**config.mk**
```make
export PLATFORM = sky130hd
export DESIGN_NAME = preemptive_priority_scheduler
export DESIGN_NICKNAME = d
export VERILOG_FILES = /design/src/rtl/pps_pkg.sv /design/src/rtl/preemptive_priority_scheduler.sv /design/src/rtl/pps_ctrl.sv /design/src/rtl/pps_datapath.sv
export SDC_FILE = /design/constraint.sdc
export NUM_CORES = 2
export LEC_CHECK = 0
export ABC_AREA = 1
export BUFFER_PORTS_ARGS = -buffer_cell sky130_fd_sc_hd__buf_2
export CAP_MARGIN = 20
export CORE_ASPECT_RATIO = 1.75
export CORE_MARGIN = 4
export CORE_UTILIZATION = 28
export CTS_CLUSTER_SIZE = 24
export DETAILED_ROUTE_END_ITERATION = 7
export PLACE_DENSITY = 0.48
export SYNTH_ARGS = -nofsm -noshare
export SYNTH_HDL_FRONTEND = slang
export SYNTH_SLANG_ARGS = --single-unit
```
**constraint.sdc**
```tcl
create_clock -name clk -period 7.96 [get_ports clk]
set_input_delay 0.398 -clock clk [delete_from_list [all_inputs] [get_ports clk]]
set_output_delay 0.398 -clock clk [all_outputs]
set_load 0.02 [all_outputs]
```
**src/rtl/pps_pkg.sv**
```systemverilog
// ----------------------------------------------------------------------------
// pps_pkg
// Shared types and codes for the preemptive priority scheduler: item kinds,
// status codes, the process table entry and the controller/datapath links.
// ----------------------------------------------------------------------------
package pps_pkg;

  // Item kinds
  localparam logic [1:0] KIND_CLEAR = 2'd0;
  localparam logic [1:0] KIND_LOAD  = 2'd1;
  localparam logic [1:0] KIND_TICK  = 2'd2;

  // Result status codes
  localparam logic [1:0] STATUS_OK         = 2'd0;
  localparam logic [1:0] STATUS_FULL       = 2'd1;
  localparam logic [1:0] STATUS_ZERO_BURST = 2'd2;

  localparam logic [31:0] TIME_MAX = 32'hFFFF_FFFF;

  // One process table row
  typedef struct packed {
    logic [15:0] arrival;
    logic [15:0] burst;
    logic [7:0]  prio;
    logic [15:0] remaining;
  } pps_entry_t;

  // Controller -> datapath commands
  typedef struct packed {
    logic capture;      // latch the accepted item
    logic execute;      // act on clear / load
    logic scan_start;   // arm the table scan
    logic scan;         // scan in progress
    logic update;       // apply the tick to the chosen entry
    logic result_load;  // write the output register
  } pps_cmd_t;

  // Datapath -> controller status
  typedef struct packed {
    logic [1:0] kind;
    logic       tick_active;  // some loaded process not yet done
    logic       scan_done;
    logic       out_free;     // output register can take a result
  } pps_sts_t;

  // Time advance that sticks at the maximum
  function automatic logic [31:0] sat_inc(input logic [31:0] t);
    return (t == TIME_MAX) ? t : t + 32'd1;
  endfunction

endpackage

```
**src/rtl/preemptive_priority_scheduler.sv**
```systemverilog
// ----------------------------------------------------------------------------
// preemptive_priority_scheduler
// Preemptive priority scheduler simulated one time unit per tick transaction while loaded work remains.
// ----------------------------------------------------------------------------
// Usage:
//   Input channel (item_valid / item_stall) carries kind, arrival_time,
//   burst_time and priority_req. kind selects clear, load or tick.
//   Output channel (result_valid / result_stall) returns exactly one result
//   transaction per input transaction, in order.
//   Clear, load and a tick with nothing left to run are captured, executed
//   and handed to the output register. A tick that has work scans the
//   loaded entries, at most MAX_PROCS, one per cycle through the single read
//   port of the process table, then updates the chosen entry before its
//   result is handed on. Only one transaction is in flight at a time;
//   item_stall is high from acceptance until its result enters the output
//   register. The output register holds a result while result_stall is high;
//   the next item may be accepted meanwhile, its result waits until the
//   register frees. After rst the table is empty, time is zero and no result
//   is pending. The table rows need no clearing; the done flags and counters
//   are reset.
// ----------------------------------------------------------------------------
module preemptive_priority_scheduler
  import pps_pkg::*;
#(
  parameter int MAX_PROCS = 16
) (
  input  logic        clk,
  input  logic        rst,
  input  logic        item_valid,
  output logic        item_stall,
  input  logic [1:0]  kind,
  input  logic [15:0] arrival_time,
  input  logic [15:0] burst_time,
  input  logic [7:0]  priority_req,
  output logic        result_valid,
  input  logic        result_stall,
  output logic [1:0]  status,
  output logic [4:0]  slot_process,
  output logic [31:0] slot_time,
  output logic        finished,
  output logic [31:0] turnaround,
  output logic [31:0] waiting,
  output logic        all_done
);

  pps_cmd_t cmd;
  pps_sts_t sts;

  // Sequencer
  pps_ctrl u_ctrl (
    .clk        (clk),
    .rst        (rst),
    .item_valid (item_valid),
    .item_stall (item_stall),
    .sts        (sts),
    .cmd        (cmd)
  );

  // Table, counters and output register
  pps_datapath #(
    .MAX_PROCS (MAX_PROCS)
  ) u_datapath (
    .clk          (clk),
    .rst          (rst),
    .cmd          (cmd),
    .sts          (sts),
    .kind         (kind),
    .arrival_time (arrival_time),
    .burst_time   (burst_time),
    .priority_req (priority_req),
    .result_valid (result_valid),
    .result_stall (result_stall),
    .status       (status),
    .slot_process (slot_process),
    .slot_time    (slot_time),
    .finished     (finished),
    .turnaround   (turnaround),
    .waiting      (waiting),
    .all_done     (all_done)
  );

`ifndef SYNTHESIS
  // An accepted transaction keeps the input stalled the next cycle
  a_busy_after_accept: assert property (@(posedge clk) disable iff (rst)
    item_valid && !item_stall |=> item_stall)
    else $error("input not stalled after accepting a transaction");

  // A completion always names the process that ran
  a_finish_has_process: assert property (@(posedge clk) disable iff (rst)
    result_valid && finished |-> slot_process != 5'd0)
    else $error("finished result without a process id");

  // Rejected loads assign no id and complete nothing
  a_reject_clean: assert property (@(posedge clk) disable iff (rst)
    result_valid && status != STATUS_OK |-> slot_process == 5'd0 && !finished)
    else $error("rejected load carries an id or a completion");

  // Waiting never exceeds turnaround
  a_wait_le_tat: assert property (@(posedge clk) disable iff (rst)
    result_valid && finished |-> waiting <= turnaround)
    else $error("waiting time exceeds turnaround");
`endif

endmodule

```
**src/rtl/pps_ctrl.sv**
```systemverilog
// ----------------------------------------------------------------------------
// pps_ctrl
// Sequencer: accepts one transaction, runs clear/load or the tick scan and
// update in the datapath, then hands the result to the output register.
// ----------------------------------------------------------------------------
module pps_ctrl
  import pps_pkg::*;
(
  input  logic     clk,
  input  logic     rst,
  input  logic     item_valid,
  output logic     item_stall,
  input  pps_sts_t sts,
  output pps_cmd_t cmd
);

  localparam logic [2:0] ST_IDLE   = 3'd0;
  localparam logic [2:0] ST_EXEC   = 3'd1;
  localparam logic [2:0] ST_SCAN   = 3'd2;
  localparam logic [2:0] ST_UPDATE = 3'd3;
  localparam logic [2:0] ST_RESULT = 3'd4;

  logic [2:0] state;
  logic [2:0] state_next;

  assign item_stall = (state != ST_IDLE);

  // Next state and commands
  always_comb begin
    state_next = state;
    cmd        = '0;
    case (state)
      ST_IDLE: begin
        if (item_valid) begin
          cmd.capture = 1'b1;
          state_next  = ST_EXEC;
        end
      end
      ST_EXEC: begin
        cmd.execute = 1'b1;
        if (sts.kind == KIND_TICK && sts.tick_active) begin
          cmd.scan_start = 1'b1;
          state_next     = ST_SCAN;
        end else begin
          state_next = ST_RESULT;
        end
      end
      ST_SCAN: begin
        cmd.scan = 1'b1;
        if (sts.scan_done) begin
          state_next = ST_UPDATE;
        end
      end
      ST_UPDATE: begin
        cmd.update = 1'b1;
        state_next = ST_RESULT;
      end
      ST_RESULT: begin
        if (sts.out_free) begin
          cmd.result_load = 1'b1;
          state_next      = ST_IDLE;
        end
      end
      default: begin
        state_next = ST_IDLE;
      end
    endcase
  end

  always_ff @(posedge clk) begin
    if (rst) begin
      state <= ST_IDLE;
    end else begin
      state <= state_next;
    end
  end

endmodule

```
**src/rtl/pps_datapath.sv**
```systemverilog
// ----------------------------------------------------------------------------
// pps_datapath
// Process table memory, counters, time, the one-entry-per-cycle best-ready
// search and the output register.
// ----------------------------------------------------------------------------
module pps_datapath
  import pps_pkg::*;
#(
  parameter int MAX_PROCS = 16
) (
  input  logic        clk,
  input  logic        rst,
  input  pps_cmd_t    cmd,
  output pps_sts_t    sts,
  input  logic [1:0]  kind,
  input  logic [15:0] arrival_time,
  input  logic [15:0] burst_time,
  input  logic [7:0]  priority_req,
  output logic        result_valid,
  input  logic        result_stall,
  output logic [1:0]  status,
  output logic [4:0]  slot_process,
  output logic [31:0] slot_time,
  output logic        finished,
  output logic [31:0] turnaround,
  output logic [31:0] waiting,
  output logic        all_done
);

  localparam int IDX_W = (MAX_PROCS > 1) ? $clog2(MAX_PROCS) : 1;
  localparam int CNT_W = $clog2(MAX_PROCS + 1);

  // Process table
  pps_entry_t table_mem [MAX_PROCS];
  pps_entry_t rd_data;

  // Latched item
  logic [1:0]  kind_r;
  logic [15:0] arr_r;
  logic [15:0] burst_r;
  logic [7:0]  prio_r;

  // Scheduler state
  logic [CNT_W-1:0]     entry_count;
  logic [CNT_W-1:0]     completed_count;
  logic [31:0]          current_time;
  logic [MAX_PROCS-1:0] done_flags;

  // Scan state
  logic [CNT_W-1:0] scan_idx;
  logic             rd_valid;
  logic [IDX_W-1:0] rd_idx;
  logic             found;
  logic [IDX_W-1:0] best_idx;
  pps_entry_t       best_word;

  // Result being built
  logic [1:0]  status_r;
  logic [4:0]  proc_r;
  logic [31:0] stime_r;
  logic        fin_r;
  logic [31:0] tat_r;

  logic             load_ok;
  logic             rd_en;
  logic             eligible;
  logic [15:0]      rem_new;
  logic [31:0]      comp_time;
  logic [CNT_W-1:0] new_id;
  logic [IDX_W:0]   best_id;
  logic             mem_we;
  logic [IDX_W-1:0] mem_waddr;
  pps_entry_t       mem_wdata;
  logic [31:0]      wait_val;

  assign load_ok  = (entry_count < CNT_W'(MAX_PROCS)) && (burst_r != 16'd0);
  assign rd_en    = cmd.scan && (scan_idx < entry_count);
  assign eligible = rd_valid && !done_flags[rd_idx]
                    && ({16'd0, rd_data.arrival} <= current_time)
                    && (!found || rd_data.prio < best_word.prio);
  assign rem_new   = (best_word.remaining == 16'd0) ? 16'd0 : best_word.remaining - 16'd1;
  assign comp_time = sat_inc(current_time);
  assign new_id    = entry_count + CNT_W'(1);
  assign best_id   = {1'b0, best_idx} + (IDX_W+1)'(1);
  assign wait_val  = (tat_r >= {16'd0, best_word.burst}) ? tat_r - {16'd0, best_word.burst}
                                                          : 32'd0;

  // Table write port: new entry on load, updated remaining time on tick
  always_comb begin
    mem_we    = 1'b0;
    mem_waddr = entry_count[IDX_W-1:0];
    mem_wdata = '{arrival: arr_r, burst: burst_r, prio: prio_r, remaining: burst_r};
    if (cmd.execute && kind_r == KIND_LOAD && load_ok) begin
      mem_we = 1'b1;
    end else if (cmd.update && found) begin
      mem_we              = 1'b1;
      mem_waddr           = best_idx;
      mem_wdata           = best_word;
      mem_wdata.remaining = rem_new;
    end
  end

  always_ff @(posedge clk) begin
    if (mem_we) begin
      table_mem[mem_waddr] <= mem_wdata;
    end
    if (rd_en) begin
      rd_data <= table_mem[scan_idx[IDX_W-1:0]];
    end
  end

  // Status to controller
  assign sts.kind        = kind_r;
  assign sts.tick_active = (completed_count < entry_count);
  assign sts.scan_done   = (scan_idx == entry_count) && !rd_valid;
  assign sts.out_free    = !result_valid || !result_stall;

  // Control state
  always_ff @(posedge clk) begin
    if (rst) begin
      entry_count     <= '0;
      completed_count <= '0;
      current_time    <= '0;
      done_flags      <= '0;
      rd_valid        <= 1'b0;
      found           <= 1'b0;
      result_valid    <= 1'b0;
    end else begin
      if (cmd.execute && kind_r == KIND_CLEAR) begin
        entry_count     <= '0;
        completed_count <= '0;
        current_time    <= '0;
        done_flags      <= '0;
      end
      if (cmd.execute && kind_r == KIND_LOAD && load_ok) begin
        entry_count                          <= new_id;
        done_flags[entry_count[IDX_W-1:0]]   <= 1'b0;
      end
      if (cmd.scan_start) begin
        found    <= 1'b0;
        rd_valid <= 1'b0;
      end else if (cmd.scan) begin
        rd_valid <= rd_en;
        if (eligible) begin
          found <= 1'b1;
        end
      end
      if (cmd.update) begin
        current_time <= comp_time;
        if (found && rem_new == 16'd0) begin
          done_flags[best_idx] <= 1'b1;
          completed_count      <= completed_count + CNT_W'(1);
        end
      end
      if (cmd.result_load) begin
        result_valid <= 1'b1;
      end else if (!result_stall) begin
        result_valid <= 1'b0;
      end
    end
  end

  // Payload registers
  always_ff @(posedge clk) begin
    if (cmd.capture) begin
      kind_r   <= kind;
      arr_r    <= arrival_time;
      burst_r  <= burst_time;
      prio_r   <= priority_req;
      stime_r  <= current_time;
      status_r <= STATUS_OK;
      proc_r   <= 5'd0;
      fin_r    <= 1'b0;
      tat_r    <= 32'd0;
    end
    if (cmd.execute) begin
      if (kind_r == KIND_CLEAR) begin
        stime_r <= 32'd0;
      end else if (kind_r == KIND_LOAD) begin
        if (entry_count >= CNT_W'(MAX_PROCS)) begin
          status_r <= STATUS_FULL;
        end else if (burst_r == 16'd0) begin
          status_r <= STATUS_ZERO_BURST;
        end else begin
          proc_r <= 5'(new_id);
        end
      end
    end
    if (cmd.scan_start) begin
      scan_idx <= '0;
    end else if (rd_en) begin
      scan_idx <= scan_idx + CNT_W'(1);
    end
    if (rd_en) begin
      rd_idx <= scan_idx[IDX_W-1:0];
    end
    if (cmd.scan && eligible) begin
      best_idx  <= rd_idx;
      best_word <= rd_data;
    end
    if (cmd.update && found) begin
      proc_r <= 5'(best_id);
      if (rem_new == 16'd0) begin
        fin_r <= 1'b1;
        tat_r <= comp_time - {16'd0, best_word.arrival};
      end
    end
    // Output register
    if (cmd.result_load) begin
      status       <= status_r;
      slot_process <= proc_r;
      slot_time    <= stime_r;
      finished     <= fin_r;
      turnaround   <= tat_r;
      waiting      <= fin_r ? wait_val : 32'd0;
      all_done     <= (completed_count == entry_count);
    end
  end

endmodule
```
-- Word-level counts from Yosys, hierarchy flattened
Memory sizes are Yosys's and may differ from the RTL's. A register that Yosys moved wholly into a read port is not among the register bits.
Index checks and enable logic that the tools add are counted.
- register bits after elaboration: 352
- RAM bits: 896
- input port bits: 46
- output and inout port bits: 107
- logic and storage cells: 169
- memories kept: 1
- memory list (name ; words ; bits a word ; rd ports ; clocked after Yosys merged registers in ; wr ports ; RTL line ; source):
    u_datapath.table_mem ; 16 ; 56 ; 1 ; 1 ; 1 ; pps_datapath.sv:34 ; pps_entry_t table_mem [MAX_PROCS];
- add/subtract/negate cells: 8
- $lt $le $gt $ge: 12
- eq/ne operators: 13
- multiplexer cells: 66
- bitwise operators: 3
- reductions and logical operators: 35
- operators by type and width (kind ; count):
    2-to-1 mux 32 bit ; 9
    2-to-1 mux 16 bit ; 7
    2-to-1 mux 56 bit ; 2
    subtractor 32 x 16 -> 32 bit ; 2
    2-to-1 mux 5 bit ; 12
    zero test 16 bit ; 3
    adder 32 x 1 -> 32 bit, second input constant ; 1
    equality test 32 bit, second input constant ; 1
    >= comparator 32 x 16 -> 1 bit ; 1
    less-or-equal comparator 16 x 32 -> 1 bit ; 1
    2-to-1 mux 1 bit ; 19
    bitwise AND 16 bit ; 1
    NOT 16 bit ; 1
    bitwise OR 16 bit ; 1
    nonzero test 16 bit ; 1
    subtractor 16 x 1 -> 16 bit, second input constant ; 1
    adder 5 x 1 -> 5 bit, second input constant ; 3
    logical AND 1 bit ; 15
    less-than comparator 4 x 5 -> 1 bit, second input constant ; 3
    one-hot mux 3 bit (5 select lines) ; 1
    2-to-1 mux 2 bit ; 7
    2-to-1 mux 3 bit ; 4
    equality test 5 bit ; 2
    less-than comparator 5 bit ; 2
    other kinds (24) ; 37

-- Depth between registers and ports, before layout
- depth after elaboration: 13
- depth in mapped cells: 26
- gate-level depth less buffers: 26

-- By module
Synthesis repeated with hierarchy kept, for this count alone.
- cell total of the unflattened synthesis: 4573
- area, all modules: 54362.1 um2
- by module, submodules not included (module ; times used ; cells an instance ; area an instance (um2) ; sequential area each (um2)):
    pps_datapath ; 1 ; 4539 ; 54144.4 ; 37686.1
    pps_ctrl ; 1 ; 34 ; 217.7 ; 60.1

-- Least setup slack after synthesis
Ideal clock, no wire load.
- path type: reg-to-reg
- start: register u_ctrl.state[2]
- end: register u_datapath.all_done (enable)
- library setup time: 604 ps
- data arrival time: 5675 ps
- required time: 7356 ps
- path slack: 1681 ps
- cell stages (with the launch flop): 5
- path buffers: 0
- clock period less this slack: 6279 ps
- path through: dfxtp_1 > inv_1 > nor3_1 > inv_1 > a21oi_1
- RTL lines (element ; RTL line ; source):
    start: declaration ; pps_ctrl.sv:23 ; logic [2:0] state;
    start signal: assignment ; pps_ctrl.sv:74 ; state <= state_next;
    end signal: assignment ; pps_datapath.sv:216 ; all_done <= (completed_count == entry_count);
    end: declaration ; pps_datapath.sv:27 ; output logic all_done

-- Worst setup path in the final report
- start: register u_ctrl.state[0]
- end: memory u_datapath.table_mem[12][35] (netlist bit) (enable)
- longest elaborated chain between the ends: 7
- elaborated cells between the ends (all ways): 13
- those cells by class: eq/ne (2); mux (8); reduce/logical (3)
- ends and longest elaborated chain (element ; RTL line ; source):
    equality test 3 x 2 -> 1 bit / equality test 3 x 1 -> 1 bit (equally long branches) ; pps_ctrl.sv:32 ; case (state)
    2-to-1 mux 1 bit / 2-to-1 mux 2 bit (equally long branches) ; pps_ctrl.sv:32 ;
    logical AND 1 bit, on equally long branches ; pps_datapath.sv:95, pps_datapath.sv:93 ;
    2-to-1 mux 1 bit / logical AND 1 bit (equally long branches) ; pps_datapath.sv:95, pps_datapath.sv:93 ;
    2-to-1 mux 1 bit ; pps_datapath.sv:93 ; if (cmd.execute && kind_r == KIND_LOAD && load_ok) begin
    2-to-1 mux 1 bit ; pps_datapath.sv:104 ; if (mem_we) begin
    2-to-1 mux 1 bit (not written as such) ; pps_datapath.sv:105 ; table_mem[mem_waddr] <= mem_wdata;
    end: declaration ; pps_datapath.sv:34 ;
Several ways; a longest one is shown, not always the timed one.

==> summary.txt <==
Status
  • Outcome: finished clean

CTS
  • Clk buf depth: 3
  • Root Driver: clkbuf_16
  • Post_cts resized: 0
  • Hold_buf cts: 44
  • Worst-path clk slew: around 0.07 ns
  • Worst-skew pair later-pin latency: about 0.75 ns
  • Post-CTS Setup Bufs: 0
  • CTS tree: built
  • CTS Buf Count: between 100 and 150
  • Htree depth: 3
  • Total clock sinks: 1304

Synthesis
  • Sequential share of the synthesized area: a little over two thirds
  • Post-synthesis register bit count: approximately 1300
  • Biggest area consumer among synthesized cells: edfxtp_1
  • Yosys Warn Count: 0
  • Syn avg cell area: 11.79 um^2
  • Cell count after synthesis: between 4000 and 5000
  • Netlist cell types: 58
  • Main synth FF type: edfxtp_1
  • Synth top area cells: edfxtp_1, o21ai_0, dfxtp_1
  • Synth async-reset ratio: 0%
  • Cell Area, Synth: 53600 um^2
  • Syn Nets: between 4000 and 5000
  • Top cell type's share of synthesized area: 65.16%
  • Number of synthesized flops with an enable pin: about 1200

Route
  • Remaining antenna violation count: 0
  • WL/cell: 22.81 um
  • # DRC: 0
  • Total number of vias: roughly 36000
  • Highest routed layer: met4
  • Post-Route M1 WL: about 63000 um
  • WL met2: ~90000 um
  • Vias per cell: 4.902
  • Drt total wl: 166500 um
  • DRT iter0 DRCs: 2342
  • Pre-antenna DRT Iters: 5
  • Met3 Wirelength: approximately 6600 um

Worst setup path
  • Worst path most repeated cell: nor2_4
  • CP Launch Type: flop
  • Worst Path Required: approximately 8.3 ns
  • FF-to-FF Start: u_ctrl.state[0]
  • R2R setup slack: 3.45 ns
  • Max incr delay on CP: 0.74 ns
  • Worst path cell trace: nand2_1, nor2_4, buf_4, inv_2, nor2_4, inv_4, o21ai_0, nand3_1, nor2_4, buf_4
  • Worst Reg-to-Reg Cells: 10
  • Critical path class: reg2reg
  • Worst EP arrival: a little under 5 ns
  • Critical path peak fanout: a little over 70
  • Crit. End Element: flop
  • CP max-delay cell: nor2_4
  • Critical R2R Capture: u_datapath.table_mem[12][35]

Power and ir drop
  • Gate power share: between 10% and 20%
  • VDD IR-drop max: 0.0001832 V
  • Pwr dens: around 260 nW/um^2
  • Switch Pwr: 4.351 mW
  • Clk pwr share: 37.3%
  • Sequential share of power: roughly half
  • Leakage power: roughly 21 nW
  • Switching portion of total power: between 20% and 30%
  • Internal power: 11.58 mW

Min path
  • Hold Path Class: in2reg
  • Hold Path Cell Cnt: 3
  • Hold Path Sink: u_datapath.completed_count[0]
  • Hold Crit Start: rst

Timing
  • Worst Skew: approximately 0.052 ns
  • FMAX: about 220 MHz
  • Final period utilization: a little under three fifths
  • Relative slew slack: between 20 and 30%
  • Worst hold slack: 0.3080 ns
  • Post-layout min period: roughly 4.5 ns
  • Setup TNS: 0 ns
  • Max-slew violation count: 0
  • Worst-Margin Slew: 1.097 ns
  • Final hold vios: 0
  • RSZ-0062 raised after global routing: no
  • Final-report setup violation count: 0

Place
  • Final RePlAce weighted congestion: 0.9135
  • Placed cell area: 57520 um^2
  • Port bufs: around 150
  • DPL Wire Length: 105100 um

Global route
  • Initial antenna violation count: 4
  • Vias in the first global route: 35580
  • Grt ovf: 0
  • Largest net degree at the start of global routing: roughly 190
  • Total GRT Usage: 16.24%
  • First-pass GRT wire length: ~240000 um

Floorplan
  • Die ar.: between 150000 and 200000 um^2
  • Starting density of the core: around 28%
  • I/O pin total: 153
  • Core Rows: approximately 210
  • Core Region: ~190000 um^2
  • Die Height: 586.8 um
  • Die width: between 300 and 400 um

Job
  • Max_cap viols: 0

Cells and area
  • Most common cell after layout, fill and taps aside: edfxtp_1
  • Area growth syn-to-layout: 15.77%
  • Commonest cells after routing, fill and taps aside: edfxtp_1, nor2_1, nand2_1
  • Final Cell Area: ~62000 um^2
  • Nets: between 4000 and 5000
  • Ratio of cells with drive above 1 in the final layout: a little over a tenth
Yosys cell counts (7+ instances only):
| library cell | instances |
|---|---|
| o21ai_1 | 22 |
| xor2_1 | 37 |
| nand4_1 | 20 |
| nand3b_1 | 8 |
| o211ai_1 | 20 |
| o21ai_0 | 568 |
| o21bai_1 | 10 |
| nor4_1 | 16 |
| inv_1 | 200 |
| o221ai_1 | 95 |
| nand3_1 | 245 |
| nand2_1 | 611 |
| xnor2_1 | 19 |
| nor2_2 | 14 |
| edfxtp_1 | 1163 |
| a21oi_1 | 154 |
| dfxtp_1 | 141 |
| buf_1 | 7 |
| nor3_1 | 21 |
| ha_1 | 78 |
| nor2_1 | 668 |
| clkbuf_1 | 215 |
| o22ai_1 | 130 |
| buf_6 | 7 |
flip-flops by register name, indices dropped and copies added, names as in the netlist, 3 cells and up:
signal                      cells
u_datapath.table_mem          896
u_datapath.best_word           56
u_datapath.rd_data             56
u_datapath.current_time        32
u_datapath.slot_time           32
u_datapath.stime_r             32
u_datapath.tat_r               32
u_datapath.turnaround          32
u_datapath.waiting             32
u_datapath.arr_r               16
u_datapath.burst_r             16
u_datapath.done_flags          16
u_datapath.prio_r               8
u_datapath.completed_count      5
u_datapath.entry_count          5
u_datapath.proc_r               5
u_datapath.scan_idx             5
u_datapath.slot_process         5
u_datapath.best_idx             4
u_datapath.rd_idx               4
u_ctrl.state                    3
how the worst max path moves through the flow:
stage,start,to,slack (ns),depth (start not counted)
finish,u_ctrl.state[0],u_datapath.table_mem[12][35],3.45,10
global route,u_datapath.current_time[0],u_datapath.tat_r[28],3.09,22
CTS,u_ctrl.state[0],u_datapath.table_mem[12][34],3.31,10
detailed placement,u_ctrl.state[0],u_datapath.table_mem[12][31],3.35,10
global placement,u_ctrl.state[2],u_datapath.table_mem[0][32],3.27,11
floorplan,u_ctrl.state[2],u_datapath.all_done,1.68,4
power groups by stage:
stage	combinational [mW]	sequential (mW)	clock, mW
after floorplan	1.41	7.88	0
after global placement	2.23	7.91	0
after detailed placement	2.26	7.91	0
after CTS	2.28	7.76	6.09
after global routing	2.49	7.76	6.35
final	2.24	7.76	5.94
routing by layer:
metal  GRT usage (%)  up-vias
met5               0        -
met4           6.534        0
met3           1.966      249
met2           30.95      907
met1           18.21    17850
li1                -    16780
per-stage QoR:
stage	power [mW]	setup WS [ns]	instances	utilization [%]
after floorplan	9.298	1.681	4547	-
after global placement	10.14	3.268	7017	30.14
after detailed placement	10.17	3.351	7024	30.20
after CTS	16.13	3.311	7289	32.54
after global routing	16.61	3.087	7296	32.57
final	15.93	3.445	7300	32.58
cell type report:
| type | count | area [um^2] |
|---|---|---|
| clock buffer | 147 | 3102 |
| antenna | 6 | 15.01 |
| timing repair buffer | 302 | 2118 |
| fill | 19080 | 128400 |
| clock inverter | 74 | 910.9 |
| inverter | 207 | 799.5 |
| sequential | 1304 | 37760 |
| tap | 2461 | 3079 |
| multi-input combinational | 2799 | 14260 |
kinds of logic after synthesis:
family | synth area share (%)
AND/OR/NAND/NOR | 12.68
flip-flops | 70.43
buffers and inverters | 3.250
adder cells (fa/ha/maj) | 1.896
AO/OA/AOI/OAI | 10.84
XOR/XNOR | 0.9151
worst max-delay path: cells and delay by family (launching register included):
kind / cells / cell delay, ns
AO/OA/AOI/OAI: 1 / 0.45
buffers and inverters: 4 / 1.57
flip-flops: 1 / 0.38
AND/OR/NAND/NOR: 5 / 1.64
Note: power is estimated with default switching activity, not from simulation.
